## src/rtl/core/planar_fluence_spectrum_histogram_core_defines.svh

```systemverilog
// Assertion macros for the planar fluence spectrum histogram core.
// Included by files that check their own logic; no other dependencies.
`ifndef PLANAR_FLUENCE_SPECTRUM_HISTOGRAM_CORE_DEFINES_SVH
`define PLANAR_FLUENCE_SPECTRUM_HISTOGRAM_CORE_DEFINES_SVH
`ifndef SYNTHESIS
// Check a property on clk, skipped while rst is high
`define PFSH_ASSERT(lbl, prop, msg) \
  lbl: assert property (@(posedge clk) disable iff (rst) prop) else $error(msg);
// Check a property on clk at every edge, reset included
`define PFSH_ASSERT_ALWAYS(lbl, prop, msg) \
  lbl: assert property (@(posedge clk) prop) else $error(msg);
`else
`define PFSH_ASSERT(lbl, prop, msg)
`define PFSH_ASSERT_ALWAYS(lbl, prop, msg)
`endif
`endif

```

## src/rtl/core/pfsh_mul.sv

```systemverilog
// Shared registered 32x32 signed multiplier of the histogram core.
// No dependencies.
module pfsh_mul (
  input  logic               clk,
  input  logic signed [31:0] a,
  input  logic signed [31:0] b,
  output logic signed [63:0] prod
);

  // Register the product every cycle
  always_ff @(posedge clk) begin
    prod <= a * b;
  end

endmodule

```

## config.mk

```make
export PLATFORM = sky130hd
export DESIGN_NAME = pfsh_mul
export DESIGN_NICKNAME = d
export VERILOG_FILES = /design/src/rtl/core/planar_fluence_spectrum_histogram_core_defines.svh /design/src/rtl/core/pfsh_mul.sv
export SDC_FILE = /design/constraint.sdc
export NUM_CORES = 2
export LEC_CHECK = 0
export BUFFER_PORTS_ARGS = -buffer_cell sky130_fd_sc_hd__buf_4
export CORE_MARGIN = 3
export CORE_UTILIZATION = 50
export DETAILED_ROUTE_END_ITERATION = 7
export PLACE_DENSITY = 0.66
export SETUP_SLACK_MARGIN = 0.4
export SLEW_MARGIN = 20
export SYNTH_ARGS = -nofsm -noshare
export SYNTH_HDL_FRONTEND = slang
export SYNTH_SLANG_ARGS = --single-unit
```

## constraint.sdc

```tcl
create_clock -name clk -period 10.16 [get_ports clk]
set_clock_uncertainty 0.1 [all_clocks]
set_input_delay 2.032 -clock clk [delete_from_list [all_inputs] [get_ports clk]]
set_output_delay 2.032 -clock clk [all_outputs]
set_load 0.05 [all_outputs]
```

Word-level counts from Yosys, hierarchy flattened --
Cells that the tools add are included.
Storage, ports and cells: output and inout bits 64, bits of input ports 65, register bits 64
Operators by class: multipliers 1
Operators by type and width (count):
- 32-bit by 32-bit multiplier with 64-bit output | 1

Depth between registers and ports, before layout --
depth after elaboration 1, mapped depth 28

Worst setup path before layout --
No wires, ideal clock.
path kind input port to flip-flop, start input port b[2], end register prod[62], library setup time 72 ps, path slack 767 ps, data arrival time 9221 ps, stages on the path 24, cells stage by stage clkbuf_1 nand2_1 inv_1 fa_1 fa_1 fa_1 fa_1 inv_1 fa_1 inv_1 fa_1 inv_1 fa_1 inv_1 fa_1 ha_1 and3_1 nand2_1 or3_1 o22a_1 o211ai_1 a31oi_1 o31ai_1 xor2_1
Between the ends: cells in the longest elaborated chain, start to end 1
Ends and longest elaborated chain:
- start: declaration | RTL line pfsh_mul.sv:6 | input logic signed [31:0] b,
- 32-bit by 32-bit multiplier with 64-bit output | RTL line pfsh_mul.sv:12 | prod <= a * b;
- end signal: assignment | RTL line pfsh_mul.sv:12
- end: declaration | RTL line pfsh_mul.sv:7 | output logic signed [63:0] prod
Every way passes these cells.

Worst setup path in the final report --
start input port a[13], end register prod[63]
Between the ends: cells in the longest elaborated chain, start to end 1
Ends and longest elaborated chain:
- start: declaration | RTL line pfsh_mul.sv:5 | input logic signed [31:0] a,
- 32-bit by 32-bit multiplier with 64-bit output | RTL line pfsh_mul.sv:12
Every way passes these cells.

==> impl_metrics.tcl <==
set metrics [dict create \
    outcome "finished clean" \
    ys.flop_type "dfxtp_1" \
    postCtsSetupBuffers 0 \
    crit_top_cell "fa_1" \
    drc 0 \
    drt_wl_total_um 99300 \
    drive_above_1_share_pct 6.28 \
    overflow 0 \
    yosys-top-cells-area "fa_1, inv_1, and2_1" \
    final_nets 5229 \
    worstPathRequired_ns 10.34 \
    cts_tree "yes" \
    core.rowCount 99 \
    clock-sinks 64 \
    ys_warn_count 0 \
    initialDrtViolationCount 1454 \
    critPathSlowestCell "fa_1" \
    placed_cells 4846 \
    fp.dieW_um 279 \
    rsz0062_at_grt "yes" \
    cts_hold_buf 0 \
    synth_seq_cells 64 \
    clock_path_buffers 2 \
    avgSynthCellArea_um2 9.59 \
    first_global_vias 28800 \
    numCtsBuffers 9 \
    async_flop_share_pct 0 \
    ys_types 63 \
    ys_seq_area_share_pct 3.44 \
    endpoint "prod[63]" \
    clk_pin_slew_ns 0.07 \
    slew_violations 0 \
    via_count 25600 \
    fin_crit_sh_pct 93.5 \
    root_buffer "clkbuf_16" \
    critical-path-max-stage-delay_ns 0.60 \
    cp.arrival_ns 9.68 \
    die_area_um2 77800 \
    fp.coreArea_um2 73300 \
    fmax_mhz 105 \
    ant_nets 0 \
    syn_nets 5215 \
    critPathCaptureType "flip-flop" \
    grt.total_usage_pct 27.4 \
    antenna_found_initial 6 \
    synth_top_cell_area_share_pct 58.2 \
    synth_area_um2 37200 \
    via_per_inst 5.25 \
    wire_per_inst_um 20.4 \
    grt_max_degree 33 \
    largest_reg_flops 64 \
    dp_hpwl_um 83100 \
    yosys-top-cells-count "fa_1, inv_1, and2_1" \
    io_pins 129 \
    crit_start "a[13]" \
    io_buffers 128 \
    synthCells 3884 \
    initial_core_util_pct 50.8 \
    start_kind "primary input" \
    syn_to_final_growth_pct 6.35 \
    cap_violations 0 \
    first_pass_iters 5 \
    slew_headroom_pct 47.2 \
    grt_pass1_wl_um 163000 \
    worst_pin_slew_ns 0.786 \
    fin_crit_ns 9.50 \
    top_register "prod" \
    hp-class "primary input to flip-flop" \
    finalWorstSetupSlack_ns 0.657 \
    path_class "primary input to flip-flop" \
    fin_cells 4865 \
    htree_levels 3 \
    dp_slack_ns -0.233 \
    place.gp.congestion 0.870 \
    synth_edf_count 0 \
    fillCellCount 6651 \
    setup_viol 0 \
    hold_violations 0 \
    netlist.top_cell.by_area "fa_1" \
    reg_top3 "prod (64)" \
    yosys.cell_count.top_type "fa_1" \
    chipHeight_um 279 \
    worst-path-max-fanout 25 \
]
layer usage:
layer / vias up / global-route usage, % / share of wire [%]
met5: - / 0 / 0.034
met4: 4 / 9.89 / 4.0
met3: 166 / 4.24 / 5.7
met2: 789 / 46.9 / 50
met1: 13500 / 35.5 / 40
li1: 11100 / - / -
cell usage in the layout (no fill, tap or decap), types with 4 or more instances in the layout:
master | netlist | routed
and2_1 | 516 | 516
nor2_1 | 42 | 42
nand2b_1 | 9 | 9
xor2_1 | 22 | 22
a31oi_1 | 12 | 11
a211oi_1 | 4 | 4
buf_4 | 0 | 199
o21ai_0 | 28 | 26
or3_1 | 4 | 4
a21oi_1 | 68 | 67
ha_1 | 184 | 184
dfxtp_1 | 64 | 64
o21a_1 | 4 | 4
o21bai_1 | 15 | 14
nor3_1 | 6 | 6
a21o_1 | 23 | 23
nand4_1 | 7 | 7
fa_1 | 1082 | 1081
and3_1 | 7 | 7
xnor2_1 | 53 | 53
o31ai_1 | 6 | 6
nand2_1 | 511 | 511
inv_1 | 952 | 952
nand3_1 | 15 | 15
clkbuf_16 | 0 | 9
critical path: cells and delay by family:
family	cells	cell delay, ns
AOI/OAI and AO/OA	7	1.47
buffers and inverters	6	0.96
adders and majority gates	9	4.41
and+or+nand+nor	3	0.65
xor gates and xnor gates	1	0.13
final cells by class:
cell class | instances | area [µm²] | area share, %
antenna | 3 | 7.51 | 0.0190
clock buffer | 11 | 243 | 0.613
clock inverter | 5 | 80.1 | 0.202
inverter | 952 | 3570 | 9.02
multi-input combinational | 2668 | 31700 | 79.9
sequential | 64 | 1280 | 3.23
tap | 959 | 1200 | 3.03
timing repair buffer | 203 | 1570 | 3.95
cells by family (layout without fill, tap and decap cells):
logic type,Yosys count,after routing,share of synthesized area (%)
adder cells (fa/ha/maj),1266,1266,64.3
buffers and inverters,1152,1171,11.6
AND/OR/NAND/NOR,1134,1134,15.4
AO/OA/AOI/OAI,193,193,3.46
XOR/XNOR,75,75,1.76
flip-flops,64,64,3.44
other,0,3,0
how the worst min path moves through the flow:
stage / startpoint / end / slack (ns) / cells past startpoint
global route: b[0] / prod[0] / 2.05 / 2
detailed placement: prod[9] / prod[9] / 2.38 / 1
floorplan: b[0] / prod[0] / 2.06 / 1
CTS: b[0] / prod[0] / 2.02 / 2
finish: b[0] / prod[0] / 2.05 / 2
global placement: prod[0] / prod[0] / 2.38 / 1
per-stage QoR:
| step | hold slack, ns | TNS (ns) | utilization (%) | cell area (µm²) |
|---|---|---|---|---|
| after floorplan | 2.06 | 0 | - | 37200 |
| after global placement | 2.38 | -0.149 | 53.5 | 39200 |
| after detailed placement | 2.38 | -0.233 | 53.5 | 39200 |
| after CTS | 2.02 | 0 | 54.0 | 39600 |
| after global routing | 2.05 | 0 | 54.0 | 39600 |
| final | 2.05 | 0 | 54.0 | 39600 |
what timing repair did:
action | CTS | global route
gates resized for setup | 1 | 7
setup endpoints to repair | 1 | 3
hold endpoints to repair | 0 | 0
Power is left out: the tool's default activity adds up to more than one toggle a clock period on the data nets, which glitch-free logic cannot reach.
