<file path="src/rtl/core/planar_fluence_spectrum_histogram_core_defines.svh">
// Assertion macros for the planar fluence spectrum histogram core.
// Included by files that check their own logic; no other dependencies.
`ifndef PLANAR_FLUENCE_SPECTRUM_HISTOGRAM_CORE_DEFINES_SVH
`define PLANAR_FLUENCE_SPECTRUM_HISTOGRAM_CORE_DEFINES_SVH
`ifndef SYNTHESIS
// Check a property on clk, skipped while rst is high
`define PFSH_ASSERT(lbl, prop, msg) \
  lbl: assert property (@(posedge clk) disable iff (rst) prop) else $error(msg);
// Check a property on clk at every edge, reset included
`define PFSH_ASSERT_ALWAYS(lbl, prop, msg) \
  lbl: assert property (@(posedge clk) prop) else $error(msg);
`else
`define PFSH_ASSERT(lbl, prop, msg)
`define PFSH_ASSERT_ALWAYS(lbl, prop, msg)
`endif
`endif

</file>
<file path="src/rtl/core/pfsh_div.sv">
// Shared bit-serial restoring divider, one quotient bit per cycle.
// No dependencies.
module pfsh_div (
  input  logic        clk,
  input  logic        rst,
  input  logic        start,
  input  logic [6:0]  nb,
  input  logic [63:0] dvd,
  input  logic [63:0] dvs,
  output logic [63:0] quo,
  output logic        done
);

  logic        busy;
  logic [6:0]  cnt;
  logic [63:0] rem;
  logic [63:0] dvs_r;
  logic [63:0] trial;
  logic        ge;

  // Shift in the next dividend bit and try a subtract
  always_comb begin
    trial = {rem[62:0], quo[63]};
    ge    = (trial >= dvs_r);
  end

  // Count steps and flag completion
  always_ff @(posedge clk) begin
    if (rst) begin
      busy <= 1'b0;
      done <= 1'b0;
      cnt  <= '0;
    end else begin
      done <= 1'b0;
      if (start) begin
        busy <= 1'b1;
        cnt  <= nb;
      end else if (busy) begin
        cnt <= cnt - 7'd1;
        if (cnt == 7'd1) begin
          busy <= 1'b0;
          done <= 1'b1;
        end
      end
    end
  end

  // Hold remainder and quotient; align the dividend to the top on start
  always_ff @(posedge clk) begin
    if (start) begin
      rem   <= '0;
      quo   <= dvd << (7'd64 - nb);
      dvs_r <= dvs;
    end else if (busy) begin
      rem <= ge ? (trial - dvs_r) : trial;
      quo <= {quo[62:0], ge};
    end
  end

endmodule

</file>
<file path="config.mk">
export PLATFORM = sky130hd
export DESIGN_NAME = pfsh_div
export DESIGN_NICKNAME = d
export VERILOG_FILES = /design/src/rtl/core/planar_fluence_spectrum_histogram_core_defines.svh /design/src/rtl/core/pfsh_div.sv
export SDC_FILE = /design/constraint.sdc
export NUM_CORES = 1
export LEC_CHECK = 0
export ABC_AREA = 1
export BUFFER_PORTS_ARGS = -buffer_cell sky130_fd_sc_hd__buf_4
export CORE_MARGIN = 2
export CORE_UTILIZATION = 45
export DETAILED_ROUTE_END_ITERATION = 12
export SLEW_MARGIN = 20
export SYNTH_ARGS = -nofsm -noshare
export SYNTH_HDL_FRONTEND = slang
export SYNTH_SLANG_ARGS = --single-unit
</file>
<file path="constraint.sdc">
create_clock -name clk -period 3.8 [get_ports clk]
set_clock_uncertainty 0.15 [all_clocks]
set_input_delay 0.19 -clock clk [delete_from_list [all_inputs] [get_ports clk]]
set_output_delay 0.19 -clock clk [all_outputs]
set_load 0.1 [all_outputs]
</file>
Yosys cells after proc, flatten, opt, wreduce, memory -nomap -nowiden
Index checks and enable logic that the tools add are counted.

Latch bits: 0. Memories kept: 0. Memory bits (writable): 0. Word-level logic and storage cells: 24. Bits in read-only memories: 0. Bits in registers: 200.

Bitwise gates (word level): 1. $mul: 0. Equality and inequality tests: 1. Reduce and logical (&&, ||, !) cells: 2. Mux-type cells: 9. Shift operators: 1. Order comparisons: 1. Add/sub/neg operators: 3. Div/mod/pow operators: 0.

Operators by type and width (number): $mux W64 (2); $ge A64 B64 Y1 (1); $shl A64 B7 Y64 (1); $mux W63 (1); $sub A63 B63 Y63 (1); $mux W7 (2); $eq A7 B1 Y1 const B (1); $sub A7 B1 Y7 const B (1); $sub A7 B7 Y7 const A (1); $mux W1 (4); $reduce_or A3 Y1 (1); $reduce_bool A2 Y1 (1); $not A1 Y1 (1).

Longest topological paths before layout
Gate-level depths: netlist (run 1).

Depth in word-level cells: 4. Depth in mapped cells: 19. Mapped depth without buffers: 18.

Worst setup path after synthesis (run 1)
No wires, ideal clock.

Path kind: input port to flip-flop. From: in start. To: reg quo[0], enable pin. Path slack: 0.526 ns. Arrival: 2.670 ns. Library setup time: 0.454 ns. Cell stages on the path: 4. Data required time: 3.196 ns. Buffers on the path: 2. Cell sequence: clkbuf_1 nor2_1 clkinv_1 clkbuf_1.

Longest elaborated chain between the ends: 1.

RTL lines: from (decl) (line pfsh_div.sv:6) `input logic start,`; $reduce_bool A2 Y1 (no line); to (signal assigned) (line pfsh_div.sv:52) `quo <= dvd << (7'd64 - nb);`; to (signal assigned) (line pfsh_div.sv:56) `quo <= {quo[62:0], ge};`; to (decl) (line pfsh_div.sv:10) `output logic [63:0] quo,`.

No other way between the ends. A chain may end at the register's enable or synchronous reset.

Worst setup path in the final report (run 1)
From: reg quo[63]. To: reg rem[53].

Longest elaborated chain between the ends: 2.

RTL lines: $sub A63 B63 Y63 or $ge A64 B64 Y1 (tied branches) (line pfsh_div.sv:55, pfsh_div.sv:24); $mux W63 (*) (line pfsh_div.sv:55) `rem <= ge ? (trial - dvs_r) : trial;`; to (signal assigned) (line pfsh_div.sv:55); to (decl) (line pfsh_div.sv:16) `logic [63:0] rem;`.

Every way passes the cells marked *; elsewhere a longest branch is shown, timed or not.

==> results of run 1 <==
-- kinds of logic (layout without fill, tap and decap cells) --
family          after synthesis  count (layout)  synth area share (%)
buf+inv                     588             805                  13.1
compound gates              257             257                  8.35
xor+xnor                     35              35                  1.77
fa+ha+maj                    68              68                  4.83
flops                       200             200                  29.7
mux                          20              20                  1.13
simple gates               1755            1755                  41.1
other cells                   0               2                     0
-- layout by cell type (no fill, tap or decap), types with 5 or more instances in the layout --
master / n
a22o_1: 15
mux2i_1: 20
nand3_1: 314
o211ai_1: 29
o21ai_0: 95
inv_2: 18
nor2_1: 140
nor2_2: 7
o21ai_1: 47
inv_8: 6
nand2_1: 1186
nand4_1: 19
xnor2_1: 29
xor2_1: 5
nor3_1: 14
or2_2: 15
a31oi_1: 9
edfxtp_1: 128
nand3b_1: 31
ha_1: 67
buf_4: 222
dlygate4sd3_1: 71
inv_1: 457
dfxtp_1: 72
clkbuf_16: 17
a21oi_1: 42
a22oi_1: 9
or2_1: 14
-- flip-flops by register name, indices dropped and copies added, names as in the netlist --
| signal | flops |
|---|---|
| quo | 64 |
| done | 1 |
| busy | 1 |
| cnt | 7 |
| dvs_r | 64 |
| rem | 63 |
-- cell usage after synthesis, drive strengths merged (3+ instances only) --
master / count / area (um2)
buf: 70 / 384
nor2: 147 / 567
a31oi: 9 / 56.3
a21oi: 43 / 226
xnor2: 30 / 270
dfxtp: 72 / 1440
xor2: 5 / 43.8
a22oi: 9 / 67.6
clkbuf: 41 / 154
mux2i: 20 / 200
nand3: 315 / 1580
o211ai: 29 / 218
inv: 474 / 1780
nand2: 1192 / 4510
o21a: 3 / 22.5
a22o: 15 / 131
clkinv: 3 / 11.3
edfxtp: 128 / 3840
o21ai: 142 / 711
nand4: 19 / 119
nor3: 16 / 90.1
or2: 30 / 188
nand3b: 31 / 233
ha: 67 / 838
-- layer usage --
| layer | up-vias | wire length [um] | track usage, % |
|---|---|---|---|
| met4 | 0 | 2680 | 13.7 |
| li1 | 9593 | - | - |
| met1 | 8717 | 27500 | 38.6 |
| met3 | 124 | 3250 | 4.14 |
| met2 | 635 | 32000 | 57.2 |
| met5 | - | 0 | 0 |
-- worst register-to-register path, delay by kind of cell, from the launching register on --
| kind | cells | cell delay, ns |
|---|---|---|
| buffers and inverters | 2 | 0.24 |
| adders and majority gates | 2 | 0.65 |
| DFF | 1 | 0.49 |
| and+or+nand+nor | 13 | 1.84 |
-- layout make-up --
class | instances | area, um2 | share of cell area (%)
Antenna cell | 2 | 5.00 | 0.0239
Clock buffer | 17 | 425 | 2.03
Clock inverter | 15 | 153 | 0.729
Inverter | 477 | 1790 | 8.56
Multi-Input combinational cell | 2135 | 10200 | 48.7
Sequential cell | 200 | 5290 | 25.2
Tap cell | 518 | 648 | 3.10
Timing Repair Buffer | 296 | 2440 | 11.6
-- path summary, 6_finish.rpt --
| check | start | end | cells after the start |
|---|---|---|---|
| max | quo[63]$_DFFE_PP_ | rem[53]$_SDFFE_PP0P_ | 17 |
| min | start | dvs_r[51]$_DFFE_PP_ | 1 |
| max reg2reg | quo[63]$_DFFE_PP_ | rem[53]$_SDFFE_PP0P_ | 17 |
| min reg2reg | rem[43]$_SDFFE_PP0P_ | rem[43]$_SDFFE_PP0P_ | 2 |
-- power by group through the flow --
stage / Clock [mW] / Sequential, mW / Combinational, mW
floorplan: 0 / 3.22 / 0.950
CTS: 1.88 / 2.59 / 2.28
finish: 1.84 / 2.60 / 2.30
global placement: 0 / 2.64 / 2.20
global route: 1.94 / 2.61 / 2.46
detailed placement: 0 / 2.64 / 2.21
-- through the flow --
step	instances	total power [mW]	util, %	worst slack (ns)
after global routing	3659	7.01	53.9	0.139
final	3660	6.73	53.9	0.332
after global placement	3555	4.84	50.6	0.436
after floorplan	2923	4.17	-	0.526
after CTS	3658	6.75	53.9	0.357
after detailed placement	3555	4.85	50.6	0.401
==> results.cfg, run 1 <==
[global_routing]
grt_pass1_wl_mm = 102
antenna_found_initial = 2
grt_start_max_net_pins = 77
number_of_global_route_vias_before_repair = 18400
grt_overflow_total = 0
global_route.usage.total_pct = 32.0

[yosys]
synth_flop_cell = edfxtp_1
ys_async_sr_fraction_pct = 0
synth.lib_cells_used.distinct = 50
ys_seq_area_share_pct = 29.7
synth.ff_latch_count = 200
synth_edf_count = 128
synthesis.area_per_instance_um2 = 6.09
syn_area_um2 = 17800
synth-warning-count = 0
postSynthCellCount = 2923
number_of_nets_produced_by_synthesis = 3129

[die]
die_w_um = 203
boundaryPins = 203
design.die.area_um2 = 41100
die_height_um = 203
std_cell_rows = 72
placeable_area_um2 = 38800
initial_core_util_pct = 45.8

[place]
detailedPlacementHpwl_mm = 51.7
port-buffer-count = 202
placement.cell_area_um2 = 19600
gp_routability_congestion = 1.00

[cells_and_area]
drive_gt1_share_pct = 9.84
fin_nets = 3333
fillers = 4050
post_route_design_area_um2 = 20900
area_delta_synth_final_pct = 17.7

[hold_path]
classification_of_the_worst_slack_hold_path = in -> reg

[route]
drt_wl_total_mm = 65.4
vias_per_cell = 5.21
drcViolationCount = 0
initialDrtViolationCount = 1485
vias = 19100
avgRoutedWirePerCell_um = 17.9
drtAntennaViolNets = 0
detailedRoute.firstPassIterationCount = 5

[power_and_ir_drop]
power.static_leakage_nw = 11.1
power.switching_fraction_pct = 40.6
comb_power_share_pct = 34.1
p_per_area_nw_per_um2 = 321
power_frac_clock_pct = 27.3
power.sequential.fraction_pct = 38.6
irDropWorstVdd_v = 0.000369
switchingPower_mw = 2.73
power_report.internal_total_mw = 4.00

[timing]
slew-limit-headroom_pct = 26.4
final-max-slew-violation-count = 0
timing.final.crit_period_ns = 3.47
holdWs_ns = 0.0729
tightest_slew_ns = 1.10
finalSetupViolCount = 0
tns_ns = 0
timing_hold_violations_final = 0
setup_repair_after_global_routing_missed_its_margin = false
maxClockFrequency_mhz = 288
finalCritPeriodShare_pct = 91.3

[critical_path]
path_delay_family = simple AND/OR/NAND/NOR gates
worst_path_class_setup = reg -> reg
data_arrival_at_the_endpoint_of_the_critical_path_ns = 3.71
worst_path_largest_cell_delay_ns = 0.49
critical-path-slowest-cell = edfxtp_1
endpoint_kind = register
crit_path_start_kind = register
crit_required_ns = 4.04
path_common_cell = nand2_1
ff_to_ff_setup_slack_ns = 0.33
worstPathMaxFanout = 64
critical_path.cell_chain = inv_1 -> ha_1 -> fa_1 -> inv_1 -> nand2_1 -> nand2_1 -> nand3_1 -> nand2_2 -> nand2_1 -> nand2_2 -> nand2_1 -> nand3_2 -> nand2_4 -> nand2_8 -> nand3_1 -> nand2_1 -> nand2_1
worstPathBufferInverterCount = 2

[clock_tree]
numClockSinks = 200
cts-root-buf = clkbuf_16
number_of_clock_buffers_inserted_by_tritoncts = 17
clock_latency_of_the_later_clocked_register_in_the_worst_skew_pair_ns = 0.49
post_cts_resize_count = 0
number_of_h_tree_branching_levels = 4
clk_transition_reported_paths_ns = 0.08
post_cts_buffers = 0
ctsHoldBuffers = 71
tritoncts = done
cts-root-to-sink-buffers = 2

[job]
drv_cap = 0

[status]
outcome = completed
Note: power is estimated with default switching activity, not from simulation.
==> run 2, diff against run 1 <==
--- a/config.mk
+++ b/config.mk
@@ -7,9 +7,12 @@
 export LEC_CHECK = 0
 export ABC_AREA = 1
 export BUFFER_PORTS_ARGS = -buffer_cell sky130_fd_sc_hd__buf_4
+export CELL_PAD_IN_SITES_DETAIL_PLACEMENT = 0
+export CELL_PAD_IN_SITES_GLOBAL_PLACEMENT = 2
 export CORE_MARGIN = 2
-export CORE_UTILIZATION = 45
+export CORE_UTILIZATION = 32
 export DETAILED_ROUTE_END_ITERATION = 12
+export PLACE_DENSITY_LB_ADDON = 0.1
 export SLEW_MARGIN = 20
 export SYNTH_ARGS = -nofsm -noshare
 export SYNTH_HDL_FRONTEND = slang
==> run 2 against run 1 <==
Total power is 5.0% higher. Routed wire length is 12% higher. Via count is 1.7% lower. Sequential power hardly changed. Core utilization is 15 points lower. Non-clock buffer count is 7 higher. Fmax is 0.92% lower. Sequential share of layout area is 0.55 points lower. Flip-flop and latch count stayed put. First-iteration DRC count is 27% lower. Critical endpoint is now rem[19]$_SDFFE_PP0P_. Largest cell class unchanged.
==> results.cfg, run 2 (synthesis results as in run 1) <==
[status]
outcome = completed

[cells_and_area]
antennaDiodeCount = 0
area_delta_synth_final_pct = 20.3
fillers = 6140
final_cell_mix = nand2_1, inv_1, nand3_1, buf_4, nor2_1
post_route_design_area_um2 = 21400
layout_top_registers = dvs_r (64), quo (64), rem (63)
most_common_cell_after_layout_fill_and_taps_aside = nand2_1
finalNonFillerCells = 3895
fin_nets = 3340
drive_gt1_share_pct = 10.0

[clock_tree]
post_cts_buffers = 0
number_of_h_tree_branching_levels = 4
numClockSinks = 200
cts-root-buf = clkbuf_16
clk_transition_reported_paths_ns = 0.11
cts-root-to-sink-buffers = 2
number_of_clock_buffers_inserted_by_tritoncts = 17
ctsHoldBuffers = 73
clock_latency_of_the_later_clocked_register_in_the_worst_skew_pair_ns = 0.51
post_cts_resize_count = 0
tritoncts = done

[critical_path]
critical_path.reg2reg.startpoint = quo[63]$_DFFE_PP_
ff_to_ff_setup_slack_ns = 0.30
data_arrival_at_the_endpoint_of_the_critical_path_ns = 3.73
endpoint_kind = register
worstPathMaxFanout = 63
crit_required_ns = 4.03
crit_path_start_kind = register
worst_path_class_setup = reg -> reg
crit_start = quo[63]$_DFFE_PP_
r2r.worst_path.cells = 17

[timing]
slew-limit-headroom_pct = 33.0
tns_ns = 0
setup_repair_after_global_routing_missed_its_margin = false
finalCritPeriodShare_pct = 92.1
tightest_slew_ns = 1.01
final-max-slew-violation-count = 0
maxClockFrequency_mhz = 286
timing_hold_violations_final = 0
final.setup.worst_slack_ns = 0.299
finalSetupViolCount = 0
timing.final.crit_period_ns = 3.50

[die]
placeable_area_um2 = 55000
std_cell_rows = 86
design.die.area_um2 = 57500
boundaryPins = 203
die_w_um = 240
initial_core_util_pct = 32.4
die_height_um = 240

[job]
drv_cap = 0

[place]
placement.setup.worst_slack_ns = 0.312
dp_cells = 3790
placement.cell_area_um2 = 20000
gp_routability_congestion = 0.937
detailedPlacementHpwl_mm = 58.4
port-buffer-count = 202

[global_routing]
number_of_global_route_vias_before_repair = 18400
grt_start_max_net_pins = 92
grt_pass1_wl_mm = 110
antenna_found_initial = 1
global_route.usage.total_pct = 25.5
grt_overflow_total = 0

[power_and_ir_drop]
comb_power_share_pct = 33.2
power.switching_fraction_pct = 42.1
switchingPower_mw = 2.98
power.static_leakage_nw = 11.2
irDropWorstVdd_v = 0.000354
power_frac_clock_pct = 30.1
power_report.internal_total_mw = 4.09
p_per_area_nw_per_um2 = 330
power.sequential.fraction_pct = 36.6

[route]
avgRoutedWirePerCell_um = 18.8
drt_wl_total_mm = 73.1
initialDrtViolationCount = 1080
drcViolationCount = 0
detailedRoute.firstPassIterationCount = 5
drtAntennaViolNets = 0
vias = 18700
vias_per_cell = 4.81

[hold_path]
hold_path_startpoint = nb[5]
worst_hold_path.num_cells = 4
classification_of_the_worst_slack_hold_path = in -> reg
-- run 2: critical path, cell delays in order, from the launching register on --
cell and delay, ns:
edfxtp_1 0.53, inv_1 0.14, ha_1 0.20, fa_1 0.24, inv_1 0.09, nand2_1 0.06
nand2_1 0.06, nand3_1 0.08, nand2_2 0.12, nand2_1 0.09, nand2_2 0.11, nand2_1 0.11
nand3_2 0.09, nand2_4 0.11, buf_4 0.63, nand3_1 0.24, nand3_1 0.17, o21ai_1 0.07
-- run 2: layout make-up --
cell class	count	area [um2]	area share (%)
clock buffers	17	425	1.99
clock inverters	15	245	1.15
inverters	477	1790	8.37
multi-input cells	2135	10200	47.7
flip-flops and latches	200	5290	24.7
well taps	748	936	4.37
repair buffers	303	2520	11.8
-- run 2: power by group through the flow --
stage	logic [mW]	clock network [mW]	registers, mW
after floorplan	0.950	0	3.22
after global routing	2.52	2.26	2.60
after detailed placement	2.29	0	2.64
after CTS	2.36	2.21	2.59
final	2.35	2.13	2.59
after global placement	2.30	0	2.64
-- run 2: metal layers --
layer | part of all wire (%) | wire [um] | track usage (%)
met1 | 42 | 31100 | 30.3
met5 | 0.018 | 13 | 0
met2 | 52 | 37600 | 46.9
met3 | 2.8 | 2030 | 2.81
met4 | 3.2 | 2340 | 9.47
-- run 2: final timing paths --
path	endpoint
max	rem[19]$_SDFFE_PP0P_
min	quo[14]$_DFFE_PP_
max reg2reg	rem[19]$_SDFFE_PP0P_
min reg2reg	rem[30]$_SDFFE_PP0P_
-- run 2: per-stage QoR --
step                util (%)  total power, mW  hold WS (ns)
floorplan                  -             4.17         0.139
global placement        36.4             4.94         0.218
detailed placement      36.4             4.93         0.219
CTS                     38.9             7.16        0.0554
global route            38.9             7.39        0.0948
finish                  38.9             7.07        0.0882
